File: src/hdl/ppd_pkg.sv
// Shared types and constants for the palette pixel downscaler.
// Depends on nothing; imported by every module of the block.
package ppd_pkg;

    localparam int PALETTE_ENTRIES_DEF = 256;
    localparam int QUEUE_DEPTH_DEF     = 4;
    localparam int ADDR_W              = 3;
    localparam int DATA_W              = 32;

    // register select values, decoded on address bit 2
    localparam logic REG_SCALE_MODE = 1'b0;
    localparam logic REG_FORMAT_565 = 1'b1;

    localparam logic [1:0] MODE_SMOOTH = 2'd0;
    localparam logic [1:0] MODE_SKIP   = 2'd1;
    localparam logic [1:0] MODE_DIRECT = 2'd2;

    localparam logic FUNC_PAL_WRITE = 1'b0;
    localparam logic FUNC_PIXEL     = 1'b1;

    typedef struct packed {
        logic       func;
        logic [7:0] index;
        logic [7:0] red;
        logic [7:0] green;
        logic [7:0] blue;
        logic       end_of_line;
    } t_in_word;

    typedef struct packed {
        logic [15:0] pixel_word;
        logic        line_last;
    } t_out_word;

    // one classified pixel, passed from front to back
    typedef struct packed {
        logic [23:0] rgb;
        logic        emit;
        logic        blend;
        logic [1:0]  phase;
        logic        eol;
        logic        fmt_565;
    } t_cmd;

endpackage

File: src/hdl/ppd_queue.sv
// Short command queue between front and back ends.
// Depends on ppd_pkg.
module ppd_queue #(
    parameter int QUEUE_DEPTH = ppd_pkg::QUEUE_DEPTH_DEF
) (
    input  logic                              i_clk,
    input  logic                              i_rst_n,
    input  logic                              i_push,
    input  ppd_pkg::t_cmd                     i_push_cmd,
    input  logic                              i_pop,
    output logic                              o_head_valid,
    output ppd_pkg::t_cmd                     o_head_cmd,
    output logic [$clog2(QUEUE_DEPTH+1)-1:0]  o_count
);
    import ppd_pkg::*;

    localparam int PW = (QUEUE_DEPTH > 1) ? $clog2(QUEUE_DEPTH) : 1;
    localparam int CW = $clog2(QUEUE_DEPTH + 1);

    t_cmd          r_slot [QUEUE_DEPTH];
    logic [PW-1:0] r_wr_ptr;
    logic [PW-1:0] r_rd_ptr;
    logic [CW-1:0] r_count;
    logic          do_pop;

    // push never overflows: the front holds off while the queue is full
    assign do_pop = i_pop && (r_count != '0);

    always_ff @(posedge i_clk) begin
        if (i_push) begin
            r_slot[r_wr_ptr] <= i_push_cmd;
        end
    end

    always_ff @(posedge i_clk) begin
        if (!i_rst_n) begin
            r_wr_ptr <= '0;
            r_rd_ptr <= '0;
            r_count  <= '0;
        end else begin
            if (i_push) begin
                r_wr_ptr <= (r_wr_ptr == PW'(QUEUE_DEPTH - 1)) ? '0 : r_wr_ptr + PW'(1);
            end
            if (do_pop) begin
                r_rd_ptr <= (r_rd_ptr == PW'(QUEUE_DEPTH - 1)) ? '0 : r_rd_ptr + PW'(1);
            end
            r_count <= r_count + CW'(i_push) - CW'(do_pop);
        end
    end

    assign o_head_valid = (r_count != '0);
    assign o_head_cmd   = r_slot[r_rd_ptr];
    assign o_count      = r_count;

endmodule

File: config.mk
export PLATFORM = sky130hd
export DESIGN_NAME = ppd_queue
export DESIGN_NICKNAME = d
export VERILOG_FILES = /design/src/hdl/ppd_pkg.sv /design/src/hdl/ppd_queue.sv
export SDC_FILE = /design/constraint.sdc
export NUM_CORES = 1
export LEC_CHECK = 0
export BUFFER_PORTS_ARGS = -buffer_cell sky130_fd_sc_hd__buf_2
export CAP_MARGIN = 20
export CORE_MARGIN = 3
export CORE_UTILIZATION = 55
export CTS_CLUSTER_SIZE = 8
export DETAILED_ROUTE_END_ITERATION = 16
export PLACE_DENSITY = 0.8
export SLEW_MARGIN = 20
export SYNTH_ARGS = -nofsm -noshare
export SYNTH_HDL_FRONTEND = slang
export SYNTH_SLANG_ARGS = --single-unit
File: constraint.sdc
create_clock -name i_clk -period 2.05 [get_ports i_clk]
set_input_delay 0.205 -clock i_clk [delete_from_list [all_inputs] [get_ports i_clk]]
set_output_delay 0.205 -clock i_clk [all_outputs]
set_load 0.005 [all_outputs]
==> summary.md <==
| Metric | Value |
|---|---|
| Outcome | completed |
| Req. time, crit path | 1850 ps |
| Synth Net Count | between 200 and 250 |
| IO Count | 68 |
| Synth Area per Inst | 23.94 um2 |
| Sequential share of the synthesized area | 79.02% |
| Hold depth | 3 |
| Total clock sinks | 129 |
| Die height | between 90 and 100 um |
| Setup bufs post-CTS | 0 |
| Post-Synth XOR/XNOR Area | less than 1% |
| RSZ-0062 raised after global routing | true |
| Die area | about 9900 um2 |
| FF-to-FF path depth | 8 |
| H-tree levels | 4 |
| Slowest-stage cell, CP | mux4_2 |
| CP Buf/Inv Count | 2 |
| TritonCTS clock tree | built |
| Skew final | between 4 and 5 ps |
| Largest family of logic cells by synthesized area | multiplexers |
| Placed Area | 5338 um2 |
| Max-cap violations | 0 |
| # diodes | 0 |
| Crit path DAT | approximately 1800 ps |
| Cells along the critical path | buf_12 > mux4_2 > buf_2 |
| Vias per Instance | between 5 and 6 |
| Drt total wl | ~8.5 mm |
| Post-synthesis cell type count | 18 |
| Final total power | 7432 uW |
| Place WS | a little over 80 ps |
| Synth Cell Area | 4788 um2 |
| Synth Area in Compound Gates | less than 1% |
| Largest stage delay on the critical path | 550 ps |
| Fin. Hold Viols | 0 |
| Slew @ Worst Pin | ~400 ps |
| Width of the die | 99.31 um |
| Mux share of post-synthesis cell area | about 15% |
| First-pass GRT wire length | ~14 mm |
| Initial Utilization | a little under three fifths |
| Most frequent cells after synthesis | 120 x edfxtp_1, 30 x mux4_2, 9 x dfxtp_1 |
| CP startpoint kind | register |
| Gate Count Post-Synth | 200 |
| Vias post-DR | 2329 |
| Pin count of the biggest net entering global routing | 20 |
| Yosys warns | 0 |
| Power Density | 1182 nW/um2 |
| Leakage power | 0.002247 uW |
| Met1 WL | between 3 and 4 mm |
| Post-synth top area share | 75.25% |
| NumNets Final | ~360 |
| CP delay by family, top | multiplexers |
| Routed wl met3 | about 450 um |
| Worst hold start | i_push |
| Fill cell count | between 400 and 500 |
| Grt ovf | 0 |
| DR WL/cell | around 20 um |
| Starting DRT DRC Count | roughly 120 |
| CP Class | register to output port |
| Count of flip-flops with a built-in enable after synthesis | 120 |
| Row cnt | 33 |
| DP HPWL | 4.983 mm |
| Clk slew on worst S/H paths | ~60 ps |
| Final worst path period share | roughly 97% |
| Max Fclk | around 500 MHz |
| Gr usage total | between 10% and 20% |
| Worst-path maximum fanout | 18 |
| Clock Latency Late Sink | between 500 and 600 ps |
| Synth Area in Adders | 2.247% |
| Yosys reg bits | approximately 130 |
| CTS Buf Count | 17 |
| Dominant synthesized flop cell | edfxtp_1 |
| Initial antenna violation count | 0 |
| CP Capture Type | output port |
| Most common cell in the netlist | edfxtp_1 |
| CTS max path bufs | 2 |
| Max_slew headroom | between 70% and 80% |
| Hold Path Class | input pin to register |
| Fin crit period | between 1500 and 2000 ps |
| FFs w/ async S/R, synth | 0% |
| Layout cell share with drive strength beyond 1 | about 43% |
| Post-synth top area cell | edfxtp_1 |
| Met2 routed WL | between 4 and 5 mm |
| Highest Signal Layer | met4 |
| FF-to-FF Start | o_count[2] |
| PortBufs | 67 |
| Slew Viols, Final | 0 |
| Final setup fails | 0 |
| Number of stages on the worst setup path | 3 |
| VDD IR max | about 0.00073 V |
| Residual DRC | 0 |
| Gp weighted congestion | roughly 0.77 |
| Router iterations before antenna repair | 4 |
| Vias in the first global route | roughly 2600 |
| Layout overhead on the synthesized area | 31.36% |
| Synth area leaders | edfxtp_1 75%, mux4_2 14%, dfxtp_1 3.8% |
| Setup ws final | about 63 ps |
| CORE AREA | about 8300 um2 |
| Simple-Gate Fraction of Synth Area | around 1.8% |
| Design area | between 6000 and 7000 um2 |
| Antenna-violating nets left | 0 |
| CTS Root Cell | clkbuf_8 |
==> what timing repair did <==
action	4_1_cts	5_1_grt
endpoints found under the hold margin	123	0
gates resized for setup	1	5
pin swaps	0	1
hold buffers	31	0
setup endpoints to repair	20	31
==> per-stage QoR <==
stage          hold WS, ps  instances  TNS [ps]  utilization (%)
2_1_floorplan        303.9        200         0                -
3_3_place_gp         418.1        376         0            64.00
3_5_place_dp         422.6        376         0            64.00
4_1_cts              26.99        439    -119.9            75.19
5_1_grt              67.06        439    -42.10            75.41
6_report             47.04        439         0            75.41
==> logic make-up after synthesis <==
| family | after synthesis |
|---|---|
| and+or+nand+nor | 15 |
| buffers and inverters | 12 |
| AOI/OAI and AO/OA | 2 |
| muxes | 33 |
| DFF | 129 |
| xor gates and xnor gates | 1 |
| adders and majority gates | 8 |
==> worst register-to-register path, delay by kind of cell (launching register included) <==
kind            cells  cell delay [ps]
fa+ha+maj           3              800
compound gates      1              360
flops               1              330
xor+xnor            1              200
buf+inv             2              110
simple gates        1               40
==> routing by layer <==
layer  global-route usage [%]  vias to the layer above
met5                        0                        -
met4                    7.353                        0
met3                    6.171                       14
met2                    31.97                       76
met1                    23.04                     1164
li1                         -                     1075
==> state kept, by name, summed over array words and instances (netlist names), named ones only <==
signal and cells:
r_rd_ptr 2, r_wr_ptr 2, r_slot 120, o_count 3
==> cell usage in the layout (no fill, tap or decap), types with 2 or more instances in the layout <==
master,count
ha_1,7
mux4_2,30
inv_6,4
buf_2,67
dlygate4sd3_1,31
clkbuf_16,16
mux2i_1,3
and2_2,4
buf_12,5
edfxtp_1,120
or3b_1,2
bufinv_16,4
dfxtp_1,8
nand2_1,3
inv_1,6
nor2_1,3
buf_4,4
clkinvlp_4,4
==> cell type report <==
cell class / instances / area (um2) / area share (%)
flip-flops and latches: 129 / 3787 / 60.21
multi-input cells: 59 / 938.4 / 14.92
well taps: 105 / 131.4 / 2.089
clock inverters: 15 / 205.2 / 3.262
inverters: 6 / 22.52 / 0.3581
repair buffers: 108 / 790.8 / 12.57
clock buffers: 17 / 414.1 / 6.584
==> path summary, 6_finish.rpt <==
path	end	slack, ps
setup / recovery	o_head_cmd[22]	60
hold reg to reg	register	480
setup reg to reg	o_count[2]	110
hold / removal	r_wr_ptr[1]	50
==> where the power goes <==
part           switching (uW)  internal (uW)
Clock                    1100           1990
Combinational             525            708
Sequential               74.6           3030
Total                    1700           5730
Power figures use the tool's default switching activity.
