==> src/hdl/ppd_pkg.sv <==
// Shared types and constants for the palette pixel downscaler.
// Depends on nothing; imported by every module of the block.
package ppd_pkg;

    localparam int PALETTE_ENTRIES_DEF = 256;
    localparam int QUEUE_DEPTH_DEF     = 4;
    localparam int ADDR_W              = 3;
    localparam int DATA_W              = 32;

    // register select values, decoded on address bit 2
    localparam logic REG_SCALE_MODE = 1'b0;
    localparam logic REG_FORMAT_565 = 1'b1;

    localparam logic [1:0] MODE_SMOOTH = 2'd0;
    localparam logic [1:0] MODE_SKIP   = 2'd1;
    localparam logic [1:0] MODE_DIRECT = 2'd2;

    localparam logic FUNC_PAL_WRITE = 1'b0;
    localparam logic FUNC_PIXEL     = 1'b1;

    typedef struct packed {
        logic       func;
        logic [7:0] index;
        logic [7:0] red;
        logic [7:0] green;
        logic [7:0] blue;
        logic       end_of_line;
    } t_in_word;

    typedef struct packed {
        logic [15:0] pixel_word;
        logic        line_last;
    } t_out_word;

    // one classified pixel, passed from front to back
    typedef struct packed {
        logic [23:0] rgb;
        logic        emit;
        logic        blend;
        logic [1:0]  phase;
        logic        eol;
        logic        fmt_565;
    } t_cmd;

endpackage

==> src/hdl/ppd_back.sv <==
// Back end: held colour, 4-to-3 blend, 565/555 packing and output register.
// Depends on ppd_pkg.
module ppd_back (
    input  logic               i_clk,
    input  logic               i_rst_n,
    input  logic               i_head_valid,
    input  ppd_pkg::t_cmd      i_head_cmd,
    output logic               o_pop,
    output logic               o_out_valid,
    output ppd_pkg::t_out_word o_out_word,
    input  logic               i_out_stall
);
    import ppd_pkg::*;

    logic [23:0] r_held;
    logic        r_out_valid;
    t_out_word   r_out_word;
    logic [7:0]  res_r;
    logic [7:0]  res_g;
    logic [7:0]  res_b;
    logic [15:0] packed_word;

    // weights 3:1, 1:1, 1:3 for phases 1, 2, 3
    function automatic logic [7:0] blend_chan(input logic [7:0] p, input logic [7:0] c,
                                              input logic [1:0] ph);
        logic [9:0] sum;
        begin
            case (ph)
                2'd1:    sum = ({2'b0, p} << 1) + {2'b0, p} + {2'b0, c};
                2'd3:    sum = ({2'b0, c} << 1) + {2'b0, c} + {2'b0, p};
                default: sum = ({2'b0, p} + {2'b0, c}) << 1;
            endcase
            blend_chan = sum[9:2];
        end
    endfunction

    always_comb begin
        if (i_head_cmd.blend) begin
            res_r = blend_chan(r_held[23:16], i_head_cmd.rgb[23:16], i_head_cmd.phase);
            res_g = blend_chan(r_held[15:8],  i_head_cmd.rgb[15:8],  i_head_cmd.phase);
            res_b = blend_chan(r_held[7:0],   i_head_cmd.rgb[7:0],   i_head_cmd.phase);
        end else begin
            res_r = i_head_cmd.rgb[23:16];
            res_g = i_head_cmd.rgb[15:8];
            res_b = i_head_cmd.rgb[7:0];
        end
        if (i_head_cmd.fmt_565) begin
            packed_word = {res_r[7:3], res_g[7:2], res_b[7:3]};
        end else begin
            packed_word = {1'b0, res_r[7:3], res_g[7:3], res_b[7:3]};
        end
    end

    // a silent pixel only updates the held colour, so it never waits
    assign o_pop = i_head_valid &&
                   (!i_head_cmd.emit || !r_out_valid || !i_out_stall);

    always_ff @(posedge i_clk) begin
        if (!i_rst_n) begin
            r_held      <= 24'd0;
            r_out_valid <= 1'b0;
        end else begin
            if (o_pop) begin
                r_held <= i_head_cmd.rgb;
            end
            if (o_pop && i_head_cmd.emit) begin
                r_out_valid <= 1'b1;
            end else if (!i_out_stall) begin
                r_out_valid <= 1'b0;
            end
        end
    end

    always_ff @(posedge i_clk) begin
        if (o_pop && i_head_cmd.emit) begin
            r_out_word.pixel_word <= packed_word;
            r_out_word.line_last  <= i_head_cmd.eol;
        end
    end

    assign o_out_valid = r_out_valid;
    assign o_out_word  = r_out_word;

endmodule

==> config.mk <==
export PLATFORM = sky130hd
export DESIGN_NAME = ppd_back
export DESIGN_NICKNAME = d
export VERILOG_FILES = /design/src/hdl/ppd_pkg.sv /design/src/hdl/ppd_back.sv
export SDC_FILE = /design/constraint.sdc
export NUM_CORES = 1
export LEC_CHECK = 0
export BUFFER_PORTS_ARGS = -buffer_cell sky130_fd_sc_hd__buf_4
export CORE_UTILIZATION = 55
export CTS_BUF_LIST = sky130_fd_sc_hd__clkbuf_16
export DETAILED_ROUTE_END_ITERATION = 8
export PLACE_DENSITY = 0.85
export SLEW_MARGIN = 20
export SYNTH_ARGS = -nofsm -noshare
export SYNTH_HDL_FRONTEND = slang
export SYNTH_SLANG_ARGS = --single-unit
==> constraint.sdc <==
create_clock -name i_clk -period 4.1 [get_ports i_clk]
set_clock_uncertainty 0.15 [all_clocks]
set_input_delay 0.41 -clock i_clk [delete_from_list [all_inputs] [get_ports i_clk]]
set_output_delay 0.41 -clock i_clk [all_outputs]
set_load 0.05 [all_outputs]
==> flow_metrics.tcl, run 1 <==
set metrics [dict create \
    use_met3_pct 4.42 \
    use_met2_pct 45.2 \
    clock_path_buffers 2 \
    coreArea_sq_um 8640 \
    routabilityCongestion 0.912 \
    setup-tns-final_ns 0 \
    status "finished clean" \
    ys_types 59 \
    syn_nets 671 \
    crit_fanout 5 \
    synth-seq-area-share_pct 20.7 \
    cts_resized 0 \
    ys_ff_latch 42 \
    synth_edf_count 17 \
    relSlewSlack_pct 40.2 \
    diodes 0 \
    synth_area_leaders "fa_1 17%, ha_1 16%, edfxtp_1 10%" \
    nFillCells 733 \
    powerDensity_nw_per_um2 291 \
    path_class "reg2reg" \
    r2r_start "r_held[10]" \
    worstSetupEndpointType "flip-flop" \
    die_y_um 96.2 \
    ios 53 \
    worstSkewPairLatency_ns 0.28 \
    area_growth_pct 12.4 \
    hold_buffers 0 \
    cpLargestDelayFamily "simple AND/OR/NAND/NOR gates" \
    drive_above_1_share_pct 12.6 \
    ys_warn_count 0 \
    min_period_over_period_pct 79.3 \
    cts_post_setup_buffers_inserted 0 \
    num_vias 4138 \
    synth_flop_cell "dfxtp_1" \
    vias_per_cell 6.02 \
    netlist_area_sq_um 4880 \
    cts_tree "built" \
    track_usage_pct 26.3 \
    chipWidth_um 96.2 \
    fmax_mhz 308 \
    grt_pass1_wl_mm 18.8 \
    setup_viol 0 \
    die-area_sq_um 9260 \
    holdCritStartpoint "i_head_cmd[1]" \
    cts_buffers 5 \
    irDropWorstVdd_mv 0.162 \
    worst_setup_hold_path_clk_slew_ns 0.06 \
    power.total_uw 1600 \
    worstMarginPinSlew_ns 0.896 \
    dr.pass1.iters 4 \
    overflow 0 \
    slew_violations 0 \
    cts_num_sinks 42 \
    drv_cap 0 \
    netlist_instances 532 \
    clockRootBuffer "clkbuf_16" \
    fin_crit_ns 3.25 \
    crit_arrival_ns 3.13 \
    timing.critical_path.cells "inv_1, fa_1, inv_1, ha_1, nor3_2, a211oi_2, and3_1, or4_1, a32o_2, o22ai_2, mux2i_1" \
    cpPeakStageDelay_ns 0.50 \
    wl_per_cell_um 16.5 \
    yosysTopAreaCell "fa_1" \
    async_flop_share_pct 0 \
    rsz0062_at_grt "false" \
    wl_mm 11.3 \
    synth_top_area_share_pct 17.2 \
    final_cell_mix "66 x nand2_1, 63 x ha_1, 54 x buf_4" \
    drtIter0Drc 240 \
    grtUsageMet1_pct 33.3 \
    cp_slowest_cell "fa_1" \
    layout_commonest_cell "nand2_1" \
    rows 34 \
    portBuffers 52 \
    first_global_vias 4131 \
    startpoint "r_held[10]" \
    path_common_cell "inv_1" \
    cp_num_buf_inv 2 \
    busiest_layer "met2" \
    h-tree-depth 2 \
    avgSynthCellArea_sq_um 9.17 \
    start_util_pct 56.5 \
    final_nets 717 \
    leakagePower_uw 0.00256 \
    grt_max_degree 29 \
    hpwl_mm 8.81 \
    worst_setup_path_start_kind "flip-flop" \
    antenna_found_initial 0 \
    drc_errors 0 \
    crit_required_ns 3.98 \
    min_path_type "in2reg" \
    report.final.hold_viol_count 0 \
    utilization_pct 63.5 \
    ant_nets 0 \
]
## worst reg2reg max path: cells and delay by family, from the launching register on
family | cells | cell delay (ns)
simple gates | 3 | 0.85
fa+ha+maj | 2 | 0.81
compound gates | 3 | 0.53
flops | 1 | 0.43
buf+inv | 2 | 0.14
mux | 1 | 0.09
## state kept, by name, indices dropped and copies added (netlist names)
signal	flops
r_held	24
o_out_word	17
o_out_valid	1
## per-stage QoR
stage               hold WS (ns)  instance area [sq um]  setup slack, ns  std cells
floorplan                  0.343                   4880            0.999        532
global placement           0.365                   5350            0.790        679
CTS                        0.155                   5490            0.842        687
detailed placement         0.374                   5350            0.711        679
global route               0.151                   5490            0.668        687
finish                     0.152                   5490            0.848        687
## synthesized netlist by cell type, types with 3 or more instances
| library cell | n |
|---|---|
| edfxtp_1 | 17 |
| a21oi_1 | 32 |
| xor2_1 | 12 |
| fa_1 | 42 |
| a21o_1 | 6 |
| or2_2 | 3 |
| xnor2_1 | 20 |
| o21bai_1 | 4 |
| clkbuf_1 | 10 |
| nand4_1 | 8 |
| a211o_1 | 3 |
| o22ai_1 | 3 |
| a22oi_1 | 3 |
| ha_1 | 63 |
| a31oi_1 | 3 |
| dfxtp_1 | 25 |
| a31o_2 | 3 |
| o21a_1 | 5 |
| nand3_1 | 11 |
| inv_1 | 47 |
| a211oi_1 | 10 |
| nand2_1 | 66 |
| o21ai_0 | 14 |
| nor2_1 | 24 |
| nor3_1 | 14 |
| and3_1 | 9 |
| a21boi_0 | 24 |
| mux2i_1 | 8 |
| and2_1 | 4 |
## area by class of cell
type                            instances  area, sq um  area share, %
Inverter                               49          184           3.35
Tap cell                              108          135           2.46
Clock inverter                          3         12.5          0.228
Sequential cell                        42         1010           18.4
Clock buffer                            5          125           2.28
Timing Repair Buffer                   54          405           7.39
Multi-Input combinational cell        426         3610           65.9
## where the power goes
part	internal, uW	switching (uW)	leakage, uW
Clock	220	165	0.0000724
Combinational	309	407	0.00212
Sequential	466	27.7	0.000365
Total	996	599	0.00256
## metal layers
metal  part of all wire, %  vias to the layer above  wire, um
li1                      -                     1977         -
met1                    43                     2012      4870
met2                    49                      132      5590
met3                   6.3                       17       716
met4                   1.4                        0       159
met5                     0                        -         0
## worst paths after layout
check                           depth (start not counted)  slack [ns]             to
worst max-delay path                                   11        0.85  o_out_word[9]
worst min-delay path                                    1        0.15  o_out_word[0]
worst max register to register                         11        0.85  o_out_word[9]
worst min register to register                          2        0.38    o_out_valid
## cells by family (layout without fill, tap and decap cells)
group | count (synthesis) | after routing | synth area share, %
AND/OR/NAND/NOR | 149 | 149 | 14.1
AO/OA/AOI/OAI | 132 | 132 | 19.1
adder cells (fa/ha/maj) | 105 | 105 | 33.4
buffers and inverters | 64 | 111 | 5.28
flip-flops | 42 | 42 | 20.7
XOR/XNOR | 32 | 32 | 5.74
multiplexers | 8 | 8 | 1.64
No activity file was read; power rests on OpenSTA's default activity.
==> run 2, diff against run 1 <==
--- a/config.mk
+++ b/config.mk
@@ -9,7 +9,7 @@
 export CORE_UTILIZATION = 55
 export CTS_BUF_LIST = sky130_fd_sc_hd__clkbuf_16
 export DETAILED_ROUTE_END_ITERATION = 8
-export PLACE_DENSITY = 0.85
+export PLACE_DENSITY = 0.88
 export SLEW_MARGIN = 20
 export SYNTH_ARGS = -nofsm -noshare
 export SYNTH_HDL_FRONTEND = slang
==> constraint.sdc (replaced) <==
create_clock -name i_clk -period 2.8 [get_ports i_clk]
set_clock_uncertainty 0.15 [all_clocks]
set_input_delay 0.28 -clock i_clk [delete_from_list [all_inputs] [get_ports i_clk]]
set_output_delay 0.28 -clock i_clk [all_outputs]
set_load 0.05 [all_outputs]
==> flow_metrics.tcl, run 2 (same netlist as run 1, synthesis figures left out) <==
set metrics [dict create \
    diodes 0 \
    ant_nets 0 \
    p_comb_share_pct 54.2 \
    cp_num_buf_inv 1 \
    relSlewSlack_pct 38.7 \
    irDropWorstVdd_mv 0.255 \
    final_nets 794 \
    cpLargestDelayFamily "adder cells" \
    p_int_uw 1710 \
    cts_buffers 5 \
    crit_required_ns 2.67 \
    busiest_layer "met2" \
    p_sw_share_pct 38.8 \
    grt_max_degree 29 \
    crit_fanout 4 \
    setup-tns-final_ns -1.49 \
    timing.critical_path.cells "buf_6, fa_1, ha_4, and2_1, o21a_1, a211o_1, xnor2_2, nor2_1, o31ai_2, mux2i_1" \
    coreArea_sq_um 8640 \
    dp.cells 744 \
    track_usage_pct 32.8 \
    cts_num_sinks 42 \
    worst_setup_hold_path_clk_slew_ns 0.06 \
    largest_register "r_held" \
    fin_ws_ns -0.265 \
    cpPeakStageDelay_ns 0.58 \
    routabilityCongestion 0.960 \
    num_vias 4758 \
    violations "setup timing" \
    clockRootBuffer "clkbuf_16" \
    place_area_sq_um 5870 \
    first_global_vias 4859 \
    dr.pass1.iters 5 \
    status "finished with violations" \
    drc_errors 0 \
    fmax_mhz 326 \
    clock_path_buffers 2 \
    layout_commonest_cell "buf_4" \
    use_met3_pct 6.87 \
    worst_setup_path_start_kind "flip-flop" \
    ios 53 \
    wl_per_cell_um 19.6 \
    drtIter0Drc 403 \
    area_growth_pct 33.8 \
    report.final.hold_viol_count 0 \
    rows 34 \
    min_path_type "in2reg" \
    fin_area_sq_um 6530 \
    worstSetupEndpointType "flip-flop" \
    powerDensity_nw_per_um2 428 \
    min_period_over_period_pct 109 \
    chipWidth_um 96.2 \
    worstMarginPinSlew_ns 0.919 \
    overflow 0 \
    largest_register_ffs 24 \
    p_switching_uw 1080 \
    final_cell_mix "123 x buf_4, 66 x nand2_1, 50 x ha_1" \
    path_class "reg2reg" \
    cp_slowest_cell "fa_1" \
    slew_violations 0 \
    die_y_um 96.2 \
    fin_crit_ns 3.07 \
    stdcell_count 764 \
    power_frac_clock_pct 20.3 \
    portBuffers 52 \
    rsz0062_at_grt "true" \
    drv_cap 0 \
    use_met2_pct 56.4 \
    die-area_sq_um 9260 \
    grt_pass1_wl_mm 22.8 \
    setup_viol 10 \
    cts_tree "built" \
    hpwl_mm 10.0 \
    vias_per_cell 6.23 \
    grtUsageMet1_pct 39.0 \
    power.share.sequential_pct 25.5 \
    drive_above_1_share_pct 34.9 \
    crit_arrival_ns 2.94 \
    antenna_found_initial 0 \
    worstSkewPairLatency_ns 0.29 \
    h-tree-depth 2 \
    leakagePower_uw 0.00301 \
    start_util_pct 56.5 \
    wl_mm 15.0 \
]
[run 2: area by class of cell]
type                            count  area, sq um
Multi-Input combinational cell    426         4010
Fill cell                         549         2110
Sequential cell                    42         1050
Timing Repair Buffer              131         1010
Inverter                           49          189
Tap cell                          108          135
Clock buffer                        5          125
Clock inverter                      3         11.3
[run 2: stage by stage]
stage	utilization [%]	setup slack, ns	hold WS, ns	power, uW
after detailed placement	68.0	-0.344	0.309	1930
after floorplan	-	-0.00248	0.229	1500
after global routing	75.6	-0.296	0.00850	2940
final	75.6	-0.265	0.0168	2790
after CTS	73.2	-0.0948	0.0152	2620
after global placement	68.0	-0.234	0.310	1850
[run 2: path summary, 6_finish.rpt]
| check | start | end | slack, ns | cells past startpoint |
|---|---|---|---|---|
| hold / removal | i_head_cmd[1] | o_out_word[0] | 0.02 | 1 |
| hold reg to reg | r_held[21] | r_held[21] | 0.35 | 2 |
| setup / recovery | r_held[14] | o_out_word[9] | -0.27 | 10 |
| setup reg to reg | r_held[14] | o_out_word[9] | -0.27 | 10 |
[run 2: power groups by stage]
stage                     sequential (uW)  clock [uW]  combinational (uW)
final                                 713         566                1510
after global routing                  717         600                1620
after CTS                             713         570                1340
after detailed placement              727           0                1200
after global placement                725           0                1130
after floorplan                       786           0                 713
[run 2: timing repair]
| item | CTS | global route |
|---|---|---|
| gates resized for setup | 60 | 40 |
| hold buffers | 0 | 0 |
| pin swaps | 48 | 35 |
| buffers inserted | 9 | 3 |
| setup endpoints to repair | 15 | 16 |
[run 2: per-layer routing]
metal  wire (um)  vias to the layer above
met2        7340                      300
li1            -                     2135
met1        5570                     2246
met5           0                        -
met4         715                        0
met3        1320                       77
